File: config.mk
export PLATFORM = sky130hd
export DESIGN_NAME = wotb_fifo
export DESIGN_NICKNAME = d
export VERILOG_FILES = /design/src/rtl/core/winograd_output_transform_bn_relu_defines.svh /design/src/rtl/core/wotb_pkg.sv /design/src/rtl/core/wotb_fifo.sv
export SDC_FILE = /design/constraint.sdc
export NUM_CORES = 1
export LEC_CHECK = 0
export BUFFER_PORTS_ARGS = -buffer_cell sky130_fd_sc_hd__buf_2
export CAP_MARGIN = 5
export CORE_MARGIN = 3
export CORE_UTILIZATION = 52
export CTS_CLUSTER_SIZE = 20
export DETAILED_ROUTE_END_ITERATION = 6
export PLACE_DENSITY_LB_ADDON = 0.2
export RECOVER_POWER = 25
export SYNTH_ARGS = -nofsm -noshare
export SYNTH_HDL_FRONTEND = slang
export SYNTH_SLANG_ARGS = --single-unit
File: constraint.sdc
create_clock -name clk -period 2.51 [get_ports clk]
set_input_delay 0.251 -clock clk [delete_from_list [all_inputs] [get_ports clk]]
set_output_delay 0.251 -clock clk [all_outputs]
set_load 0.03 [all_outputs]
File: src/rtl/core/winograd_output_transform_bn_relu_defines.svh
// Assertion helpers used by the top-level RTL file.
`ifndef WINOGRAD_OUTPUT_TRANSFORM_BN_RELU_DEFINES_SVH
`define WINOGRAD_OUTPUT_TRANSFORM_BN_RELU_DEFINES_SVH

// same-cycle implication
`define WOTB_ASSERT_NOW(label, clk, rst_n, ante, cons, msg) \
    label: assert property (@(posedge clk) disable iff (!rst_n) (ante) |-> (cons)) \
        else $error(msg);

// next-cycle implication
`define WOTB_ASSERT_NEXT(label, clk, rst_n, ante, cons, msg) \
    label: assert property (@(posedge clk) disable iff (!rst_n) (ante) |=> (cons)) \
        else $error(msg);

`endif

File: src/rtl/core/wotb_pkg.sv
package wotb_pkg;

    localparam int DATA_W     = 32;
    localparam int FRAC_W     = 16;
    localparam int ACC_W      = 34;
    localparam int WIDE_W     = 64;
    localparam int IN_W       = 9 * 32;
    localparam int OUT_W      = 4 * 32;
    localparam int CFG_ADDR_W = 2;

    localparam logic [CFG_ADDR_W-1:0] REG_BIAS_EN = 2'd0;
    localparam logic [CFG_ADDR_W-1:0] REG_BN_EN   = 2'd1;
    localparam logic [CFG_ADDR_W-1:0] REG_RELU_EN = 2'd2;

    typedef struct packed {
        logic bias_en;
        logic bn_en;
        logic relu_en;
    } wotb_cfg_t;

    // one finished tile: both partial rows plus the channel values
    typedef struct packed {
        logic [3:0][ACC_W-1:0] p0;
        logic [3:0][ACC_W-1:0] p1;
        logic [DATA_W-1:0]     bias;
        logic [DATA_W-1:0]     mean;
        logic [DATA_W-1:0]     inv_std;
        logic [DATA_W-1:0]     scale;
        logic [DATA_W-1:0]     shift;
    } wotb_job_t;

    localparam logic signed [WIDE_W-1:0] SAT_MAX = (64'sd1 <<< (DATA_W - 1)) - 64'sd1;
    localparam logic signed [WIDE_W-1:0] SAT_MIN = -(64'sd1 <<< (DATA_W - 1));

    function automatic logic [DATA_W-1:0] sat_dw(input logic signed [WIDE_W-1:0] v);
        logic [DATA_W-1:0] r;
        if (v > SAT_MAX)
            r = SAT_MAX[DATA_W-1:0];
        else if (v < SAT_MIN)
            r = SAT_MIN[DATA_W-1:0];
        else
            r = v[DATA_W-1:0];
        return r;
    endfunction

endpackage

File: src/rtl/core/wotb_fifo.sv
module wotb_fifo
    import wotb_pkg::*;
#(
    parameter int WIDTH = 8,
    parameter int DEPTH = 2
)
(
    input  logic             clk,
    input  logic             rst_n,
    input  logic             push,
    input  logic [WIDTH-1:0] wdata,
    output logic             full,
    input  logic             pop,
    output logic [WIDTH-1:0] rdata,
    output logic             empty
);

    localparam int PTR_W = (DEPTH > 1) ? $clog2(DEPTH) : 1;
    localparam int CNT_W = $clog2(DEPTH + 1);
    localparam logic [PTR_W-1:0] PTR_LAST = PTR_W'(DEPTH - 1);
    localparam logic [CNT_W-1:0] CNT_FULL = CNT_W'(DEPTH);

    logic [WIDTH-1:0] mem_reg [DEPTH];
    logic [PTR_W-1:0] wr_ptr_reg, wr_ptr_next;
    logic [PTR_W-1:0] rd_ptr_reg, rd_ptr_next;
    logic [CNT_W-1:0] count_reg, count_next;

    assign full  = (count_reg == CNT_FULL);
    assign empty = (count_reg == '0);
    assign rdata = mem_reg[rd_ptr_reg];

    always_comb
    begin
        wr_ptr_next = wr_ptr_reg;
        rd_ptr_next = rd_ptr_reg;
        count_next  = count_reg;
        if (push)
            wr_ptr_next = (wr_ptr_reg == PTR_LAST) ? '0 : wr_ptr_reg + 1'b1;
        if (pop)
            rd_ptr_next = (rd_ptr_reg == PTR_LAST) ? '0 : rd_ptr_reg + 1'b1;
        if (push && !pop)
            count_next = count_reg + 1'b1;
        else if (pop && !push)
            count_next = count_reg - 1'b1;
    end

    always_ff @(posedge clk or negedge rst_n)
    begin
        if (!rst_n)
        begin
            wr_ptr_reg <= '0;
            rd_ptr_reg <= '0;
            count_reg  <= '0;
        end
        else
        begin
            wr_ptr_reg <= wr_ptr_next;
            rd_ptr_reg <= rd_ptr_next;
            count_reg  <= count_next;
        end
    end

    always_ff @(posedge clk)
    begin
        if (push)
            mem_reg[wr_ptr_reg] <= wdata;
    end

endmodule

==> flow_summary.yaml, run 1 <==
outcome:
  status: "completed"
route:
  drt_iter0_drc: 10
  first_pass_iters: 4
  drc_errors: 0
  ant_nets: 0
  vias: 408
  wirelength_um: 1100
  viasPerCell: 5.04
  wl_per_cell_um: 13.5
final_layout:
  fin_util_pct: 68.7
  multi_input_area_um2: 175
  area_growth_pct: 20.3
  diodes: 0
  seq_area_um2: 581
  layout.nets: 80
  fillCellCount: 103
  fin_cells: 81
  drive_above_1_share_pct: 48.5
  largest_reg_flops: 16
clocking:
  clock_sinks: 20
  cts_setup_buffers: 0
  cts_tree: "done"
  clkTransAtPathRegs_ps: 100
  ctsResizeCount: 0
  clock_path_buffers: 2
  cts_root_buf: "clkbuf_4"
  worstSkewPairLatency_ps: 290
  postCtsHoldBufs: 1
  cts-buffers-inserted: 3
  cts_htree_levels: 1
grt:
  grt_max_degree: 12
  grt_use_total_pct: 13.2
  grt_overflow: 0
  antenna_found_initial: 0
  first_global_vias: 410
  grt_pass1_wl_um: 1800
timing:
  setup_viol: 0
  min_period_ps: 1700
  rsz0062_at_grt: "no"
  whs_ps: 140
  max_freq_mhz: 588
  max_slew.worst_pin.slew_ps: 689
  slew_headroom_pct: 53.9
  post-route-period-util_pct: 67.8
  setup-tns-final_ps: 0
  maxSlewViolCount: 0
  hold_violations: 0
  finClkSkew_ps: 4.41
setup_path:
  crit_buf_inv: 1
  cp_max_fo: 9
  critPathTopFamily: "flip-flops"
  slowest_delay_ps: 590
  cp.required_ps: 2260
  crit_path_start_kind: "flip-flop"
  path_cells: "mux2_2 -> buf_2"
  cpMaxStageDelayCell: "dfrtp_1"
  end_kind: "output port"
  arrival_ps: 1450
  worstSetupPathType: "flip-flop to output port"
placement:
  dp_cells: 76
  routabilityCongestion: 0.643
  post-dp-hpwl_um: 810
  numPortBuffers: 21
power:
  p_leak_nw: 0.380
  vdd.ir_drop.worst_mv: 0.644
  power.density_nw_per_um2: 1150
synthesis:
  yosysWarnings: 0
  avgSynthCellArea_um2: 18.8
  synth-seq-area-share_pct: 75.3
  syn_nets: 54
  synthesis.area_um2: 771
  ys_types: 12
  netlist_instances: 41
  ys_ff_latch: 20
floorplan:
  dieArea_um2: 1980
  start_util_pct: 57.1
  std_cell_rows: 13
  io_pins: 22
  die_h_um: 44.5
  core_area_um2: 1350
  die_w_um: 44.5
job:
  maxCapViolations: 0
hold_path:
  hp-class: "primary input to flip-flop"
## power by group
part,internal [mW],leakage (nW),switching [mW],total (mW)
registers,0.451,0.197,0.0639,0.515
logic,0.147,0.162,0.231,0.377
clock network,0.0884,0.0210,0.0894,0.178
## final timing paths
check                                        from  cells past startpoint  slack, ps                        to
max in group asynchronous                   rst_n                      2       2100    wr_ptr_reg$_DFFE_PN0P_
max                        rd_ptr_reg$_DFFE_PN0P_                      2        810                  rdata[6]
min in group asynchronous                   rst_n                      2        290  count_reg[1]$_DFFE_PN0P_
min                                      wdata[5]                      1        140   mem_reg[1][5]$_DFFE_PP_
max reg2reg                wr_ptr_reg$_DFFE_PN0P_                      1       1180   mem_reg[0][2]$_DFFE_PP_
min reg2reg                wr_ptr_reg$_DFFE_PN0P_                      1        500    wr_ptr_reg$_DFFE_PN0P_
## cell usage in the layout (no fill, tap or decap)
cell type      netlist  routed
inv_1                1       1
buf_2                0      19
nor2b_1              1       1
dlygate4sd3_1        0       1
and2b_2              1       1
mux2_2               8       8
clkbuf_8             0       1
dfrtp_1              4       4
xor2_1               4       4
xnor2_1              1       1
clkbuf_1             0       2
edfxtp_1            16      16
and2_1               1       1
ha_1                 1       1
nor2_1               2       2
clkbuf_4             0       3
## cell type report
class	instances	share of cell area, %
clock buffers	4	3.91
inverters	1	0.405
flip-flops and latches	20	62.6
multi-input cells	19	18.9
well taps	15	2.02
repair buffers	22	12.1
## cell usage after synthesis
cell | instances | area share [%]
and2_1 | 1 | 0.81
and2b_2 | 1 | 1.1
buf_6 | 1 | 1.5
dfrtp_1 | 4 | 13
edfxtp_1 | 16 | 62
ha_1 | 1 | 1.6
inv_1 | 1 | 0.49
mux2_2 | 8 | 12
nor2_1 | 2 | 0.97
nor2b_1 | 1 | 0.81
xnor2_1 | 1 | 1.1
xor2_1 | 4 | 4.5
## layer usage
layer	share of wire, %	vias to the layer above	global-route usage (%)
li1	-	196	-
met1	44	197	14.6
met2	50	15	21.8
met3	5.4	0	6.10
met4	0	0	5.42
met5	0	-	0
## cell families (layout without fill, tap and decap cells)
group                      after synthesis  after routing  synth area share (%)
and+or+nand+nor                          5              5                  3.74
buffers and inverters                    2             27                  1.95
adders and majority gates                1              1                  1.62
muxes                                    8              8                  11.7
DFF                                     20             20                  75.3
xor gates and xnor gates                 5              5                  5.68
## stage by stage
step | instance area (µm²) | setup WS, ps | power (mW)
detailed placement | 883 | 1140 | 0.904
floorplan | 771 | 1350 | 0.815
finish | 927 | 809 | 1.07
CTS | 930 | 786 | 1.09
global route | 927 | 731 | 1.13
global placement | 883 | 1150 | 0.896
Power figures use the tool's default switching activity.
==> inputs of run 2 (changes only) <==
Settings changed: CORE_UTILIZATION 52 to 48.
Clock period 2.51 ns to 1.8 ns, I/O delays scaled along.
==> flow_summary.yaml, run 2 (synthesized netlist as in run 1, its figures left out) <==
placement:
  numPortBuffers: 21
  routabilityCongestion: 0.643
  placed_area_um2: 891
  dp_cells: 77
grt:
  antenna_found_initial: 0
  first_global_vias: 417
  grt_overflow: 0
  grt_pass1_wl_um: 1740
  grt_max_degree: 12
  grt_use_total_pct: 11.9
clocking:
  clkTransAtPathRegs_ps: 110
  cts_root_buf: "clkbuf_4"
  worstSkewPairLatency_ps: 290
  cts-buffers-inserted: 3
  cts_htree_levels: 1
  ctsResizeCount: 0
  cts_tree: "done"
  clock_path_buffers: 2
  clock_sinks: 20
route:
  first_pass_iters: 3
  ant_nets: 0
  viasPerCell: 4.83
  wirelength_um: 1150
  wl_per_cell_um: 14.0
  vias: 396
  drt_iter0_drc: 8
  drc_errors: 0
floorplan:
  io_pins: 22
  die_w_um: 46.1
  core_area_um2: 1400
  dieArea_um2: 2120
  std_cell_rows: 13
  die_h_um: 46.1
  start_util_pct: 55.1
final_layout:
  finalInstanceArea_um2: 937
  fin_cells: 82
  final_common_cell: "buf_2"
  largest_reg_flops: 16
  layout.nets: 81
  drive_above_1_share_pct: 52.2
  fin_util_pct: 67.0
  area_growth_pct: 21.6
  diodes: 0
  layout_common_cells: "21 x buf_2, 16 x edfxtp_1, 8 x mux2_2"
setup_path:
  cp.required_ps: 1620
  crit_buf_inv: 1
  worstSetupPathType: "flip-flop to output port"
  path_cells: "mux2_2 -> buf_2"
  slowest_delay_ps: 580
  crit_path_start_kind: "flip-flop"
  end_kind: "output port"
  cpMaxStageDelayCell: "dfrtp_1"
  cp_max_fo: 9
  arrival_ps: 1430
  critPathTopFamily: "flip-flops"
job:
  maxCapViolations: 0
timing:
  setup-tns-final_ps: 0
  min_period_ps: 1610
  setup_viol: 0
  hold_violations: 0
  post-route-period-util_pct: 89.4
  maxSlewViolCount: 0
  finClkSkew_ps: 1.94
  whs_ps: 71.4
  max_freq_mhz: 622
  slew_headroom_pct: 74.5
  rsz0062_at_grt: "no"
  max_slew.worst_pin.slew_ps: 382
power:
  vdd.ir_drop.worst_mv: 1.10
  power.density_nw_per_um2: 1610
  p_leak_nw: 0.391
outcome:
  status: "completed"
hold_path:
  hp-class: "primary input to flip-flop"
run 2: cell count changes in the layout (fill, tap and decap cells not counted), sizes merged:
cell and delta:
buf +3, clkbuf -2
run 2: timing repair:
item                                    in CTS  in global routing
hold buffers                                 1                  0
setup buffers                                0                  0
endpoints found under the setup margin       0                  0
hold endpoints to repair                     4                  0
run 2: final timing paths:
kind / from / to / slack [ps] / depth (start not counted)
worst min register to register: wr_ptr_reg$_DFFE_PN0P_ / wr_ptr_reg$_DFFE_PN0P_ / 500 / 1
worst min-delay path: wdata[7] / mem_reg[1][7]$_DFFE_PP_ / 70 / 1
max in group asynchronous: rst_n / rd_ptr_reg$_DFFE_PN0P_ / 1470 / 2
worst max-delay path: rd_ptr_reg$_DFFE_PN0P_ / rdata[1] / 190 / 2
min in group asynchronous: rst_n / count_reg[1]$_DFFE_PN0P_ / 210 / 2
worst max register to register: wr_ptr_reg$_DFFE_PN0P_ / mem_reg[0][0]$_DFFE_PP_ / 570 / 2
run 2: worst reg2reg max path, cell delays in order, from the launching register on:
cell and delay (ps):
dfrtp_1 420, nor2b_1 320, buf_4 220
run 2: through the flow:
step	setup slack [ps]	total power [mW]
final	192	1.51
after global routing	125	1.59
after CTS	171	1.52
after detailed placement	494	1.28
after global placement	534	1.26
after floorplan	638	1.14
run 2: final cells by class:
class,count,area (µm²)
sequential,20,581
fill,107,462
multi-input combinational,19,175
timing repair buffer,23,123
clock buffer,4,36.3
tap,15,18.8
inverter,1,3.75
run 2: where the power goes:
group / switching (mW) / leakage, nW / total, mW / internal (mW)
Clock: 0.127 / 0.0210 / 0.250 / 0.123
Sequential: 0.0890 / 0.197 / 0.717 / 0.628
Combinational: 0.328 / 0.173 / 0.541 / 0.213
Total: 0.544 / 0.391 / 1.51 / 0.964
run 2: layer usage:
layer / vias up / global-route usage, % / share of wire, %
met5: - / 0 / 0
met4: 0 / 1.70 / 0
met3: 0 / 3.52 / 4.2
met2: 11 / 22.3 / 55
met1: 186 / 13.3 / 41
li1: 199 / - / -
==> inputs of run 3 (changes only) <==
Settings changed: BUFFER_PORTS_ARGS -buffer_cell sky130_fd_sc_hd__buf_2 to -buffer_cell sky130_fd_sc_hd__clkbuf_2.
==> flow_summary.yaml, run 3 (synthesized netlist as in run 1, its figures left out) <==
final_layout:
  diodes: 0
  layout.nets: 81
  seq_area_um2: 581
  fillCellCount: 113
  final_common_cell: "clkbuf_2"
  fin_cells: 82
  fin_util_pct: 66.1
  multi_input_area_um2: 175
  area_growth_pct: 20.0
  drive_above_1_share_pct: 47.8
  largest_reg_flops: 16
  layout_common_cells: "19 x clkbuf_2, 16 x edfxtp_1, 8 x mux2_2"
timing:
  setup-tns-final_ps: 0
  rsz0062_at_grt: "no"
  whs_ps: 79.7
  setup_ws_ps: 190
  slew_headroom_pct: 74.5
  setup_viol: 0
  min_period_ps: 1610
  post-route-period-util_pct: 89.5
  max_slew.worst_pin.slew_ps: 383
  hold_violations: 0
  max_freq_mhz: 621
  maxSlewViolCount: 0
  finClkSkew_ps: 4.44
setup_path:
  reg2reg_slack_ps: 720
  reg2regPathDepth: 1
  reg2reg_from: "wr_ptr_reg$_DFFE_PN0P_"
  arrival_ps: 1430
  r2r_end: "mem_reg[1][5]$_DFFE_PP_"
  worstSetupPathType: "flip-flop to output port"
  cp_max_fo: 9
  cp.required_ps: 1620
  end_kind: "output port"
  crit_path_start_kind: "flip-flop"
clocking:
  clock_sinks: 20
  worstSkewPairLatency_ps: 280
  clkTransAtPathRegs_ps: 100
  clock_path_buffers: 2
  cts_tree: "done"
  cts_root_buf: "clkbuf_4"
  cts_htree_levels: 1
  cts-buffers-inserted: 3
hold_path:
  hold_start: "wdata[4]"
  hp-class: "primary input to flip-flop"
  min_to: "mem_reg[0][4]$_DFFE_PP_"
  hold_depth: 1
grt:
  grt_overflow: 0
  first_global_vias: 386
  antenna_found_initial: 0
  grt_max_degree: 12
  grt_use_total_pct: 11.2
  grt_pass1_wl_um: 1670
power:
  power.density_nw_per_um2: 1580
  vdd.ir_drop.worst_mv: 0.835
  p_leak_nw: 0.382
floorplan:
  start_util_pct: 55.1
  core_area_um2: 1400
  io_pins: 22
  dieArea_um2: 2120
  std_cell_rows: 13
  die_h_um: 46.1
  die_w_um: 46.1
placement:
  post-dp-hpwl_um: 826
  routabilityCongestion: 0.653
  dp_cells: 77
  dp_slack_ps: 480
  numPortBuffers: 21
route:
  ant_nets: 0
  viasPerCell: 4.68
  first_pass_iters: 2
  drc_errors: 0
  wirelength_um: 1080
  wl_per_cell_um: 13.2
  drt_iter0_drc: 5
  vias: 384
outcome:
  status: "completed"
job:
  maxCapViolations: 0
==> run 3: changes by cell type in the layout (fill, tap and decap cells not counted) <==
| cell | before | now |
|---|---|---|
| clkbuf_2 | 0 | 19 |
| clkbuf_1 | 0 | 3 |
| clkbuf_8 | 1 | 0 |
| buf_2 | 21 | 0 |
==> run 3: worst max-delay path by stage <==
stage	startpoint	end	slack, ps
3_3_place_gp	rd_ptr_reg$_DFFE_PN0P_	rdata[6]	520
4_1_cts	rd_ptr_reg$_DFFE_PN0P_	rdata[6]	170
6_report	rd_ptr_reg$_DFFE_PN0P_	rdata[6]	190
3_5_place_dp	rd_ptr_reg$_DFFE_PN0P_	rdata[6]	480
5_1_grt	rd_ptr_reg$_DFFE_PN0P_	rdata[6]	130
2_1_floorplan	wr_ptr_reg$_DFFE_PN0P_	mem_reg[0][0]$_DFFE_PP_	640
==> run 3: area by class of cell <==
cell class                      count  area share, %
Timing Repair Buffer               23           13.0
Tap cell                           15           2.03
Sequential cell                    20           62.8
Clock buffer                        4           2.84
Multi-Input combinational cell     19           18.9
Inverter                            1          0.406
==> run 3: critical path, cell delays in order, from the launching register on <==
cell and delay (ps):
dfrtp_1 590, mux2_2 380, clkbuf_2 180
==> run 3: per-layer routing <==
layer	vias up	track usage (%)	routed length, µm
met3	0	3.52	69
met2	13	19.0	516
met4	0	1.70	0
met1	171	14.4	496
li1	200	-	-
met5	-	0	0
==> run 3: report_power, final <==
| part | internal [mW] | switching [mW] | leakage, nW |
|---|---|---|---|
| clock | 0.0859 | 0.120 | 0.0150 |
| sequential | 0.628 | 0.0891 | 0.197 |
| combinational | 0.210 | 0.327 | 0.170 |
==> run 3: what timing repair did <==
item,CTS,global route
endpoints found under the hold margin,4,0
hold buffers,1,0
setup buffers,0,0
gates resized for setup,0,0
==> run 3: stage by stage <==
| step | power, mW | cell area [µm²] |
|---|---|---|
| floorplan | 1.14 | 771 |
| global placement | 1.26 | 891 |
| detailed placement | 1.28 | 891 |
| CTS | 1.48 | 927 |
| global route | 1.54 | 925 |
| finish | 1.46 | 925 |
